==> src/hw/rtl/stp_pkg.sv <==
// Package for the turbine step block: widths, fixed-point constants, microcode types
// and the microcode program. No dependencies.
`timescale 1ns / 1ps

package stp_pkg;

	// Fixed-point formats
	localparam int SPEED_FRAC_BITS = 16;
	localparam int ROTOR_W = SPEED_FRAC_BITS + 12;
	localparam int SPD_SHIFT = SPEED_FRAC_BITS - 8;
	localparam int SPD_W = 20;
	localparam int SUM_W = ROTOR_W + 3;
	localparam int DELTA_W = ROTOR_W + 2;

	// Field and register widths
	localparam int PRES_W = 16;
	localparam int GAIN_W = 12;
	localparam int DT_W = 12;
	localparam int INFLOW_W = 15;
	localparam int VIB_W = 16;
	localparam int CFG_IDX_W = 2;
	localparam int CFG_DATA_W = 16;

	// Shared multiplier and datapath registers
	localparam int MUL_A_W = (ROTOR_W > 28) ? ROTOR_W : 28;
	localparam int MUL_B_W = 24;
	localparam int PROD_W = MUL_A_W + MUL_B_W;
	localparam int X_W = 28;
	localparam int QEST_W = 13;
	localparam int BASE_W = 13;
	localparam int TERM_W = 16;
	localparam int NUM_W = 20;
	localparam int PC_W = 4;

	// Product bit positions
	localparam int LAG_SHIFT = 22;
	localparam int BASE_PRE_SHIFT = 16;
	localparam int BASE_RCP_SHIFT = 32;
	localparam int TERM_RCP_SHIFT = 25;

	// Register reset values
	localparam logic [PRES_W-1:0] ATM_RESET = 16'd235;
	localparam logic [GAIN_W-1:0] SPIN_RESET = 12'd328;
	localparam logic [GAIN_W-1:0] FRIC_RESET = 12'd82;

	// Plant constants
	localparam logic [19:0] INFLOW_MAX = 20'd25600;
	localparam logic [ROTOR_W-1:0] SPEED_MAX = ROTOR_W'(4000) << SPEED_FRAC_BITS;
	localparam logic [SPD_W-1:0] SPD_LOW = 20'd2560;
	localparam logic [SPD_W-1:0] RES_LO = 20'd435200;
	localparam logic [SPD_W-1:0] RES_HI = 20'd486400;
	localparam logic [SPD_W-1:0] RES_MID = 20'd460800;
	localparam logic [SPD_W-1:0] RES_HALF = 20'd25600;
	localparam logic [SPD_W-1:0] OVR_START = 20'd921600;
	localparam logic [SPD_W-1:0] SPD_TOP = 20'd1024000;

	// Division by constants: floor(2^32/50625) with one correction step,
	// and ceil(2^25/25), exact for numerators below 2^20
	localparam logic [MUL_B_W-1:0] BASE_DIV = 24'd50625;
	localparam logic [MUL_B_W-1:0] RCP_BASE = 24'd84838;
	localparam logic [MUL_B_W-1:0] RCP_TERM = 24'd1342178;

	typedef enum logic [CFG_IDX_W-1:0] {
		CFG_ATM = 2'd0,
		CFG_SPIN = 2'd1,
		CFG_FRIC = 2'd2
	} cfg_idx_t;

	typedef struct packed {
		logic [PRES_W-1:0] atm;
		logic [GAIN_W-1:0] spin;
		logic [GAIN_W-1:0] fric;
	} cfg_t;

	typedef enum logic [2:0] {
		A_ZERO, A_GAIN, A_DIFF, A_SPD, A_X, A_QEST, A_NUM
	} a_sel_t;

	typedef enum logic [2:0] {
		B_ZERO, B_DT, B_GD, B_SPD14, B_RCP_BASE, B_BASE_DIV, B_RCP_TERM
	} b_sel_t;

	typedef enum logic [3:0] {
		LD_NONE, LD_GD, LD_DELTA, LD_ROTOR, LD_X, LD_QEST, LD_PROD, LD_BASE, LD_TERM
	} ld_t;

	typedef enum logic [1:0] {
		J_NEXT, J_LOW_SPEED, J_NO_TERM
	} jmp_t;

	typedef struct packed {
		a_sel_t a_sel;
		b_sel_t b_sel;
		ld_t ld;
		jmp_t jmp;
		logic [PC_W-1:0] tgt;
		logic fin;
	} uop_t;

	typedef struct packed {
		logic low_speed;
		logic no_term;
	} flags_t;

	typedef struct packed {
		logic [SPD_W-1:0] speed;
		logic [INFLOW_W-1:0] inflow;
		logic [VIB_W-1:0] vib;
	} result_t;

	localparam logic [PC_W-1:0] PC_FIN = 4'd8;

	function automatic uop_t mk_uop(input a_sel_t a, input b_sel_t b, input ld_t ld,
			input jmp_t jmp, input logic fin);
		uop_t u;
		u.a_sel = a;
		u.b_sel = b;
		u.ld = ld;
		u.jmp = jmp;
		u.tgt = PC_FIN;
		u.fin = fin;
		return u;
	endfunction

	// Microcode program: one control word per step
	function automatic uop_t ucode(input logic [PC_W-1:0] pc);
		uop_t u;
		case (pc)
			4'd0: u = mk_uop(A_GAIN, B_DT, LD_GD, J_NEXT, 1'b0);
			4'd1: u = mk_uop(A_DIFF, B_GD, LD_DELTA, J_NEXT, 1'b0);
			4'd2: u = mk_uop(A_ZERO, B_ZERO, LD_ROTOR, J_NEXT, 1'b0);
			4'd3: u = mk_uop(A_SPD, B_SPD14, LD_X, J_LOW_SPEED, 1'b0);
			4'd4: u = mk_uop(A_X, B_RCP_BASE, LD_QEST, J_NEXT, 1'b0);
			4'd5: u = mk_uop(A_QEST, B_BASE_DIV, LD_PROD, J_NEXT, 1'b0);
			4'd6: u = mk_uop(A_ZERO, B_ZERO, LD_BASE, J_NO_TERM, 1'b0);
			4'd7: u = mk_uop(A_NUM, B_RCP_TERM, LD_TERM, J_NEXT, 1'b0);
			default: u = mk_uop(A_ZERO, B_ZERO, LD_NONE, J_NEXT, 1'b1);
		endcase
		return u;
	endfunction

endpackage

==> src/hw/rtl/stp_useq.sv <==
// Microcode sequencer of the turbine step block: step counter, control ROM, jumps.
// Depends on stp_pkg.
`timescale 1ns / 1ps

module stp_useq (
	input  logic clk,
	input  logic arst_n,
	input  logic start,
	input  logic hold,
	input  stp_pkg::flags_t flags,
	output stp_pkg::uop_t ctl,
	output logic busy,
	output logic done
);

	logic [stp_pkg::PC_W-1:0] pc_q;
	logic busy_q;
	stp_pkg::uop_t word;
	logic take;

	// Fetch the control word and mask its load when idle
	always_comb begin
		word = stp_pkg::ucode(pc_q);
		ctl = word;
		if (!busy_q) begin
			ctl.ld = stp_pkg::LD_NONE;
		end
	end

	// Resolve the conditional jump
	always_comb begin
		case (word.jmp)
			stp_pkg::J_NEXT: take = 1'b0;
			stp_pkg::J_LOW_SPEED: take = flags.low_speed;
			stp_pkg::J_NO_TERM: take = flags.no_term;
			default: take = 1'b0;
		endcase
	end

	assign busy = busy_q;
	assign done = busy_q && word.fin && !hold;

	// Advance the step counter; hold on the last step until the result can go
	always_ff @(posedge clk or negedge arst_n) begin
		if (!arst_n) begin
			pc_q <= '0;
			busy_q <= 1'b0;
		end else if (start) begin
			pc_q <= '0;
			busy_q <= 1'b1;
		end else if (busy_q) begin
			if (word.fin) begin
				if (!hold) begin
					busy_q <= 1'b0;
				end
			end else if (take) begin
				pc_q <= word.tgt;
			end else begin
				pc_q <= pc_q + 1'b1;
			end
		end
	end

endmodule

==> src/hw/rtl/stp_dpath.sv <==
// Datapath of the turbine step block: shared multiplier, rotor speed state and
// the work registers the microcode loads. Depends on stp_pkg.
`timescale 1ns / 1ps

module stp_dpath (
	input  logic clk,
	input  logic arst_n,
	input  logic start,
	input  logic [stp_pkg::PRES_W-1:0] drum_pressure,
	input  logic valve_open,
	input  logic [stp_pkg::DT_W-1:0] time_step,
	input  stp_pkg::cfg_t cfg,
	input  stp_pkg::uop_t ctl,
	output stp_pkg::flags_t flags,
	output stp_pkg::result_t res
);

	logic [stp_pkg::INFLOW_W-1:0] inflow_q;
	logic [stp_pkg::DT_W-1:0] dt_q;
	logic [stp_pkg::MUL_B_W-1:0] gd_q;
	logic [stp_pkg::DELTA_W-1:0] d_q;
	logic [stp_pkg::ROTOR_W-1:0] rotor_q;
	logic [stp_pkg::X_W-1:0] x_q;
	logic [stp_pkg::QEST_W-1:0] q_q;
	logic [stp_pkg::X_W-1:0] u_q;
	logic [stp_pkg::BASE_W-1:0] base_q;
	logic [stp_pkg::TERM_W-1:0] term_q;

	logic [16:0] over;
	logic [19:0] scaled;
	logic [stp_pkg::INFLOW_W-1:0] inflow_in;
	logic [19:0] mul36;
	logic [stp_pkg::ROTOR_W-1:0] target;
	logic spin;
	logic up;
	logic [stp_pkg::ROTOR_W-1:0] diff;
	logic [stp_pkg::GAIN_W-1:0] gain;
	logic [stp_pkg::SPD_W-1:0] s;
	logic [23:0] s14;
	logic [stp_pkg::SPD_W-1:0] ad;
	logic in_res;
	logic in_ovr;
	logic [stp_pkg::NUM_W-1:0] num;
	logic [stp_pkg::MUL_A_W-1:0] mul_a;
	logic [stp_pkg::MUL_B_W-1:0] mul_b;
	logic [stp_pkg::PROD_W-1:0] prod;
	logic [stp_pkg::SUM_W-1:0] sum;
	logic [stp_pkg::ROTOR_W-1:0] rotor_n;
	logic [stp_pkg::X_W-1:0] rem;
	logic [16:0] vsum;

	// Steam inflow: pressure above ambient, 16 per psi step, capped at 100 percent
	always_comb begin
		over = {1'b0, drum_pressure} - {1'b0, cfg.atm};
		scaled = {over[15:0], 4'b0000};
		inflow_in = '0;
		if (valve_open && !over[16] && (over != 17'd0)) begin
			inflow_in = (scaled > stp_pkg::INFLOW_MAX) ? stp_pkg::INFLOW_MAX[14:0]
				: scaled[14:0];
		end
	end

	// Lag operands: target speed, signed distance and gain
	always_comb begin
		mul36 = ({5'b0, inflow_q} << 5) + ({5'b0, inflow_q} << 2);
		target = stp_pkg::ROTOR_W'(mul36) << stp_pkg::SPD_SHIFT;
		spin = (inflow_q != '0);
		up = (target >= rotor_q);
		if (!spin) begin
			diff = rotor_q;
		end else if (up) begin
			diff = target - rotor_q;
		end else begin
			diff = rotor_q - target;
		end
		gain = spin ? cfg.spin : cfg.fric;
	end

	// Speed in 1/256 rpm and the vibration range tests
	always_comb begin
		s = rotor_q[stp_pkg::SPD_SHIFT +: stp_pkg::SPD_W];
		s14 = ({4'b0, s} << 4) - ({4'b0, s} << 1);
		ad = (s >= stp_pkg::RES_MID) ? (s - stp_pkg::RES_MID) : (stp_pkg::RES_MID - s);
		in_res = (s > stp_pkg::RES_LO) && (s < stp_pkg::RES_HI);
		in_ovr = (s > stp_pkg::OVR_START);
		num = in_res ? ((stp_pkg::RES_HALF - ad) << 1) : ((s - stp_pkg::OVR_START) << 3);
		flags.low_speed = (s <= stp_pkg::SPD_LOW);
		flags.no_term = !(in_res || in_ovr);
	end

	// Shared multiplier operand select
	always_comb begin
		case (ctl.a_sel)
			stp_pkg::A_GAIN: mul_a = stp_pkg::MUL_A_W'(gain);
			stp_pkg::A_DIFF: mul_a = stp_pkg::MUL_A_W'(diff);
			stp_pkg::A_SPD: mul_a = stp_pkg::MUL_A_W'(s);
			stp_pkg::A_X: mul_a = stp_pkg::MUL_A_W'(x_q);
			stp_pkg::A_QEST: mul_a = stp_pkg::MUL_A_W'(q_q);
			stp_pkg::A_NUM: mul_a = stp_pkg::MUL_A_W'(num);
			default: mul_a = '0;
		endcase
		case (ctl.b_sel)
			stp_pkg::B_DT: mul_b = stp_pkg::MUL_B_W'(dt_q);
			stp_pkg::B_GD: mul_b = gd_q;
			stp_pkg::B_SPD14: mul_b = s14;
			stp_pkg::B_RCP_BASE: mul_b = stp_pkg::RCP_BASE;
			stp_pkg::B_BASE_DIV: mul_b = stp_pkg::BASE_DIV;
			stp_pkg::B_RCP_TERM: mul_b = stp_pkg::RCP_TERM;
			default: mul_b = '0;
		endcase
	end

	assign prod = mul_a * mul_b;

	// Rotor update: move by the lag step, floor at zero, clamp at full speed
	always_comb begin
		sum = stp_pkg::SUM_W'(rotor_q) + stp_pkg::SUM_W'(d_q);
		if (spin && up) begin
			rotor_n = (sum > stp_pkg::SUM_W'(stp_pkg::SPEED_MAX)) ? stp_pkg::SPEED_MAX
				: sum[stp_pkg::ROTOR_W-1:0];
		end else if (stp_pkg::DELTA_W'(rotor_q) <= d_q) begin
			rotor_n = '0;
		end else begin
			rotor_n = rotor_q - d_q[stp_pkg::ROTOR_W-1:0];
		end
	end

	assign rem = x_q - u_q;

	// Hold the rotor speed across items
	always_ff @(posedge clk or negedge arst_n) begin
		if (!arst_n) begin
			rotor_q <= '0;
		end else if (ctl.ld == stp_pkg::LD_ROTOR) begin
			rotor_q <= rotor_n;
		end
	end

	// Capture the item and load work registers as the microcode says
	always_ff @(posedge clk) begin
		if (start) begin
			inflow_q <= inflow_in;
			dt_q <= time_step;
		end
		case (ctl.ld)
			stp_pkg::LD_GD: gd_q <= prod[stp_pkg::MUL_B_W-1:0];
			stp_pkg::LD_DELTA: d_q <= prod[stp_pkg::LAG_SHIFT +: stp_pkg::DELTA_W];
			stp_pkg::LD_X: x_q <= prod[stp_pkg::BASE_PRE_SHIFT +: stp_pkg::X_W];
			stp_pkg::LD_QEST: q_q <= prod[stp_pkg::BASE_RCP_SHIFT +: stp_pkg::QEST_W];
			stp_pkg::LD_PROD: u_q <= prod[stp_pkg::X_W-1:0];
			stp_pkg::LD_BASE: base_q <= q_q
				+ stp_pkg::BASE_W'(rem >= stp_pkg::X_W'(stp_pkg::BASE_DIV));
			stp_pkg::LD_TERM: term_q <= prod[stp_pkg::TERM_RCP_SHIFT +: stp_pkg::TERM_W];
			default: ;
		endcase
	end

	// Result: sum the vibration terms, saturate, silence at low speed
	always_comb begin
		vsum = 17'(base_q) + (flags.no_term ? 17'd0 : 17'(term_q));
		res.speed = s;
		res.inflow = inflow_q;
		if (flags.low_speed) begin
			res.vib = '0;
		end else if (vsum[16]) begin
			res.vib = '1;
		end else begin
			res.vib = vsum[stp_pkg::VIB_W-1:0];
		end
	end

endmodule

==> src/hw/rtl/steam_turbine_plant_step_unit.sv <==
// Top level of the turbine step block: configuration registers, handshakes and
// the output register. Depends on stp_pkg, stp_useq and stp_dpath.
`timescale 1ns / 1ps

// One input item is one simulation tick (boiler pressure, valve state, time step);
// each item gives exactly one result item (rotor speed, steam inflow, vibration).
// Both channels use valid/ready. The configuration port writes atmospheric
// pressure (index 0), spin-up gain (1) and friction gain (2) when cfg_wen is
// high; write only while no item is in flight.
// An accepted item runs a microcode program of 5 to 9 steps on one shared
// multiplier; the step count depends on two jumps (low speed ends early, no
// resonance or overspeed term skips the last multiply). The result is loaded
// into the output register as the last step ends, and in_ready returns in the
// cycle after the last step, so a new item is taken only once the last is through.
// The finished result sits in an output register: the next item is accepted and
// processed while it waits. If it is still not taken when the next item
// finishes, the sequencer holds on its last step and in_ready stays low.
// Reset clears the rotor speed to zero, loads the register defaults and empties
// the output register.
module steam_turbine_plant_step_unit (
	input  logic clk,
	input  logic arst_n,
	input  logic cfg_wen,
	input  logic [stp_pkg::CFG_IDX_W-1:0] cfg_index,
	input  logic [stp_pkg::CFG_DATA_W-1:0] cfg_data,
	input  logic in_valid,
	output logic in_ready,
	input  logic [stp_pkg::PRES_W-1:0] drum_pressure,
	input  logic valve_open,
	input  logic [stp_pkg::DT_W-1:0] time_step,
	output logic out_valid,
	input  logic out_ready,
	output logic [stp_pkg::SPD_W-1:0] turbine_speed,
	output logic [stp_pkg::INFLOW_W-1:0] inflow_percent,
	output logic [stp_pkg::VIB_W-1:0] vibration
);

	stp_pkg::cfg_t cfg_q;
	stp_pkg::uop_t ctl;
	stp_pkg::flags_t flags;
	stp_pkg::result_t res;
	stp_pkg::result_t out_q;
	logic out_valid_q;
	logic busy;
	logic done;
	logic start;
	logic hold;

	// Configuration registers
	always_ff @(posedge clk or negedge arst_n) begin
		if (!arst_n) begin
			cfg_q.atm <= stp_pkg::ATM_RESET;
			cfg_q.spin <= stp_pkg::SPIN_RESET;
			cfg_q.fric <= stp_pkg::FRIC_RESET;
		end else if (cfg_wen) begin
			case (stp_pkg::cfg_idx_t'(cfg_index))
				stp_pkg::CFG_ATM: cfg_q.atm <= cfg_data[stp_pkg::PRES_W-1:0];
				stp_pkg::CFG_SPIN: cfg_q.spin <= cfg_data[stp_pkg::GAIN_W-1:0];
				stp_pkg::CFG_FRIC: cfg_q.fric <= cfg_data[stp_pkg::GAIN_W-1:0];
				default: ;
			endcase
		end
	end

	assign in_ready = !busy;
	assign start = in_valid && !busy;
	assign hold = out_valid_q && !out_ready;

	stp_useq u_useq (
		.clk(clk),
		.arst_n(arst_n),
		.start(start),
		.hold(hold),
		.flags(flags),
		.ctl(ctl),
		.busy(busy),
		.done(done)
	);

	stp_dpath u_dpath (
		.clk(clk),
		.arst_n(arst_n),
		.start(start),
		.drum_pressure(drum_pressure),
		.valve_open(valve_open),
		.time_step(time_step),
		.cfg(cfg_q),
		.ctl(ctl),
		.flags(flags),
		.res(res)
	);

	// Output register: load on the last step, drop when the item is taken
	always_ff @(posedge clk or negedge arst_n) begin
		if (!arst_n) begin
			out_valid_q <= 1'b0;
		end else if (done) begin
			out_valid_q <= 1'b1;
		end else if (out_ready) begin
			out_valid_q <= 1'b0;
		end
	end

	always_ff @(posedge clk) begin
		if (done) begin
			out_q <= res;
		end
	end

	assign out_valid = out_valid_q;
	assign turbine_speed = out_q.speed;
	assign inflow_percent = out_q.inflow;
	assign vibration = out_q.vib;

endmodule

==> config.mk <==
export PLATFORM = sky130hd
export DESIGN_NAME = steam_turbine_plant_step_unit
export DESIGN_NICKNAME = d
export VERILOG_FILES = /design/src/hw/rtl/stp_pkg.sv /design/src/hw/rtl/stp_useq.sv /design/src/hw/rtl/stp_dpath.sv /design/src/hw/rtl/steam_turbine_plant_step_unit.sv
export SDC_FILE = /design/constraint.sdc
export NUM_CORES = 2
export LEC_CHECK = 0
export BUFFER_PORTS_ARGS = -buffer_cell sky130_fd_sc_hd__buf_2
export CAP_MARGIN = 20
export CELL_PAD_IN_SITES_DETAIL_PLACEMENT = 0
export CELL_PAD_IN_SITES_GLOBAL_PLACEMENT = 1
export CORE_MARGIN = 1.5
export CORE_UTILIZATION = 55
export DETAILED_ROUTE_END_ITERATION = 12
export PLACE_DENSITY = 0.85
export REMOVE_ABC_BUFFERS = 1
export SYNTH_ARGS = -nofsm -noshare
export SYNTH_HDL_FRONTEND = slang
export SYNTH_SLANG_ARGS = --single-unit
==> constraint.sdc <==
create_clock -name clk -period 31.2 [get_ports clk]
set_clock_uncertainty 0.15 [all_clocks]
set_input_delay 3.12 -clock clk [delete_from_list [all_inputs] [get_ports clk]]
set_output_delay 3.12 -clock clk [all_outputs]
set_load 0.01 [all_outputs]
==> out/qor.yml <==
drv_slew: 0
grt_usage_pct: 36.0
path_class: "reg2reg"
die_area_sq_um: 81500
hold_depth: 2
hold_class: "reg2reg"
layout_commonest_cell: "inv_1"
cp-start-kind: "flop"
worst_r2r_startpoint: "u_dpath.inflow_q[5]"
hpwl_microns: 113000
cts_setup_buffers: 0
firstDrtPassIters: 8
rr_endpoint: "u_dpath.d_q[26]"
grt_pass1_wl_microns: 221000
tns_ns: 0
yosys_warnings: 0
drt-total-wl_microns: 146000
fp.dieW_microns: 286
cts_root_buf: "clkbuf_16"
antenna_found_initial: 2
maxCapViolCount: 0
hold_buffers: 0
h-tree-depth: 2
cts_resized: 0
ys.flop_type: "edfxtp_1"
yosysUniqueCellTypes: 110
cts_num_sinks: 296
async_reset_ff_share_pct: 25.0
layout_common_cells: "inv_1 (866), nand2_1 (722), fa_1 (577)"
area_delta_synth_final_pct: 6.91
worstHoldStart: "cfg_q[29]"
synth.ff_latch_count: 296
reg2reg_slack_ns: 17.16
drive_above_1_share_pct: 8.01
portBuffers: 100
worstMarginPinSlew_ns: 1.17
status: "finished clean"
hold_end: "cfg_q[29]"
worst-r2r-cell-count: 48
row_count: 103
cp.arrival_ns: 14.21
critPathSlowestCell: "a311oi_1"
fmax_mhz: 71.2
cts_inserted_buffers: 35
tritoncts: "yes"
grt_max_degree: 59
relSlewSlack_pct: 21.7
clk_latency_ns: 0.58
gp_congestion: 0.991
cp.required_ns: 31.37
gr-total-overflow: 0
core_area_sq_um: 79000
syn-mean-instance-area_sq_um: 8.87
path_clk_slew_ns: 0.06
drt_iter0_markers: 3759
start_util_pct: 55.6
ios: 105
nets: 5956
avgViaCountPerCell: 6.03
critical_path.max_stage_delay_ns: 0.85
antenna_cells: 0
wire_per_inst_microns: 24.1
rsz0062_at_grt: "false"
grt_pass1_vias: 36128
clock_path_buffers: 3
path_max_fanout: 24
fin_crit_sh_pct: 45.0
syn_area_sq_um: 43900
final_antenna_net_count: 0
synth_edf_count: 222
synthCells: 4952
drcViolationCount: 0
yosysSeqAreaShare_pct: 19.4
post-route-min-period_ns: 14.04
final_hold_viol_count: 0
worst_setup_path_end_kind: "flop"
setup_violations: 0
chipHeight_microns: 286
via_count: 36444
==> through the flow <==
step                hold WS (ns)  instance area, sq um  utilization [%]  instances  worst slack (ns)
floorplan                  0.328                 42900                -       4729             19.21
global placement           0.338                 45700             57.9       5974             17.53
detailed placement         0.344                 45800             57.9       5976             17.41
CTS                        0.358                 46900             59.4       6039             17.35
global route               0.364                 46900             59.4       6041             16.52
finish                     0.356                 46900             59.4       6041             17.16
==> cells in the mapped netlist (all sizes together), types with 10 or more instances <==
library cell	number	share of area, %
ha	362	10
o221ai	11	0.23
o31ai	21	0.40
o31a	10	0.20
inv	867	7.4
a211oi	34	0.64
nand4	24	0.34
edfxtp	222	15
a31oi	49	0.73
nor2b	44	0.63
fa	577	26
dfstp	12	0.72
buf	68	0.87
mux2i	24	0.55
a2111oi	24	0.55
nor3	74	0.85
o21ai	158	1.8
clkbuf	158	1.4
o21bai	26	0.44
nand2	723	6.2
o21a	30	0.51
or2	16	0.23
nand3	72	0.82
o22ai	11	0.16
nand2b	34	0.48
nor2	247	2.1
a22oi	17	0.29
or3	21	0.31
and2	177	2.5
a21oi	253	2.9
xnor2	128	2.6
o211ai	26	0.47
dfrtp	62	3.5
nor4	24	0.40
mux2	29	0.74
and3	27	0.39
xor2	63	1.3
a21o	78	1.3
a221oi	27	0.61
==> worst max path at each step <==
stage | from | cells past startpoint | slack, ns | to
global placement | u_dpath.inflow_q[7] | 49 | 17.53 | u_dpath.d_q[26]
floorplan | u_dpath.inflow_q[5] | 46 | 19.21 | u_dpath.d_q[26]
detailed placement | u_dpath.inflow_q[5] | 48 | 17.41 | u_dpath.d_q[26]
CTS | u_dpath.inflow_q[5] | 48 | 17.35 | u_dpath.d_q[26]
finish | u_dpath.inflow_q[5] | 48 | 17.16 | u_dpath.d_q[26]
global route | u_dpath.inflow_q[5] | 48 | 16.52 | u_dpath.d_q[26]
==> cell type report <==
| type | instances | area (sq um) |
|---|---|---|
| inverter | 867 | 3250 |
| multi-input combinational | 3566 | 31400 |
| sequential | 296 | 8530 |
| clock buffer | 38 | 887 |
| clock inverter | 25 | 258 |
| fill | 7082 | 32100 |
| tap | 1050 | 1310 |
| timing repair buffer | 199 | 1270 |
==> cells by family after synthesis <==
| family | count (synthesis) | synth area share, % |
|---|---|---|
| AOI/OAI and AO/OA | 872 | 13.4 |
| xor gates and xnor gates | 191 | 3.81 |
| adders and majority gates | 939 | 36.6 |
| buffers and inverters | 1093 | 9.64 |
| DFF | 296 | 19.4 |
| muxes | 53 | 1.29 |
| other | 1 | 0.00854 |
| and+or+nand+nor | 1507 | 15.8 |
==> layer usage <==
layer | routed length, microns | up-vias | track usage, %
met1 | 58500 | 18239 | 48.8
met4 | 7130 | 0 | 14.9
li1 | - | 16177 | -
met5 | 0 | - | 0
met2 | 66300 | 1698 | 57.2
met3 | 13800 | 330 | 6.33
==> sequential cells by signal (all words and copies together), names as in the netlist, 12 cells and up <==
signal           count
cfg_q               40
turbine_speed       20
u_dpath.base_q      13
u_dpath.d_q         30
u_dpath.dt_q        12
u_dpath.gd_q        24
u_dpath.q_q         13
u_dpath.rotor_q     28
u_dpath.term_q      16
u_dpath.u_q         28
u_dpath.x_q         28
vibration           16
==> critical path: cells and delay by family (launching register included) <==
kind / cells / cell delay [ns]
fa+ha+maj: 10 / 4.68
flops: 1 / 0.48
buf+inv: 8 / 0.80
compound gates: 18 / 4.72
xor+xnor: 3 / 0.38
simple gates: 9 / 2.54
Power is not shown: default switching activity piles up to over one toggle a cycle in this logic, so the estimate is an artifact.
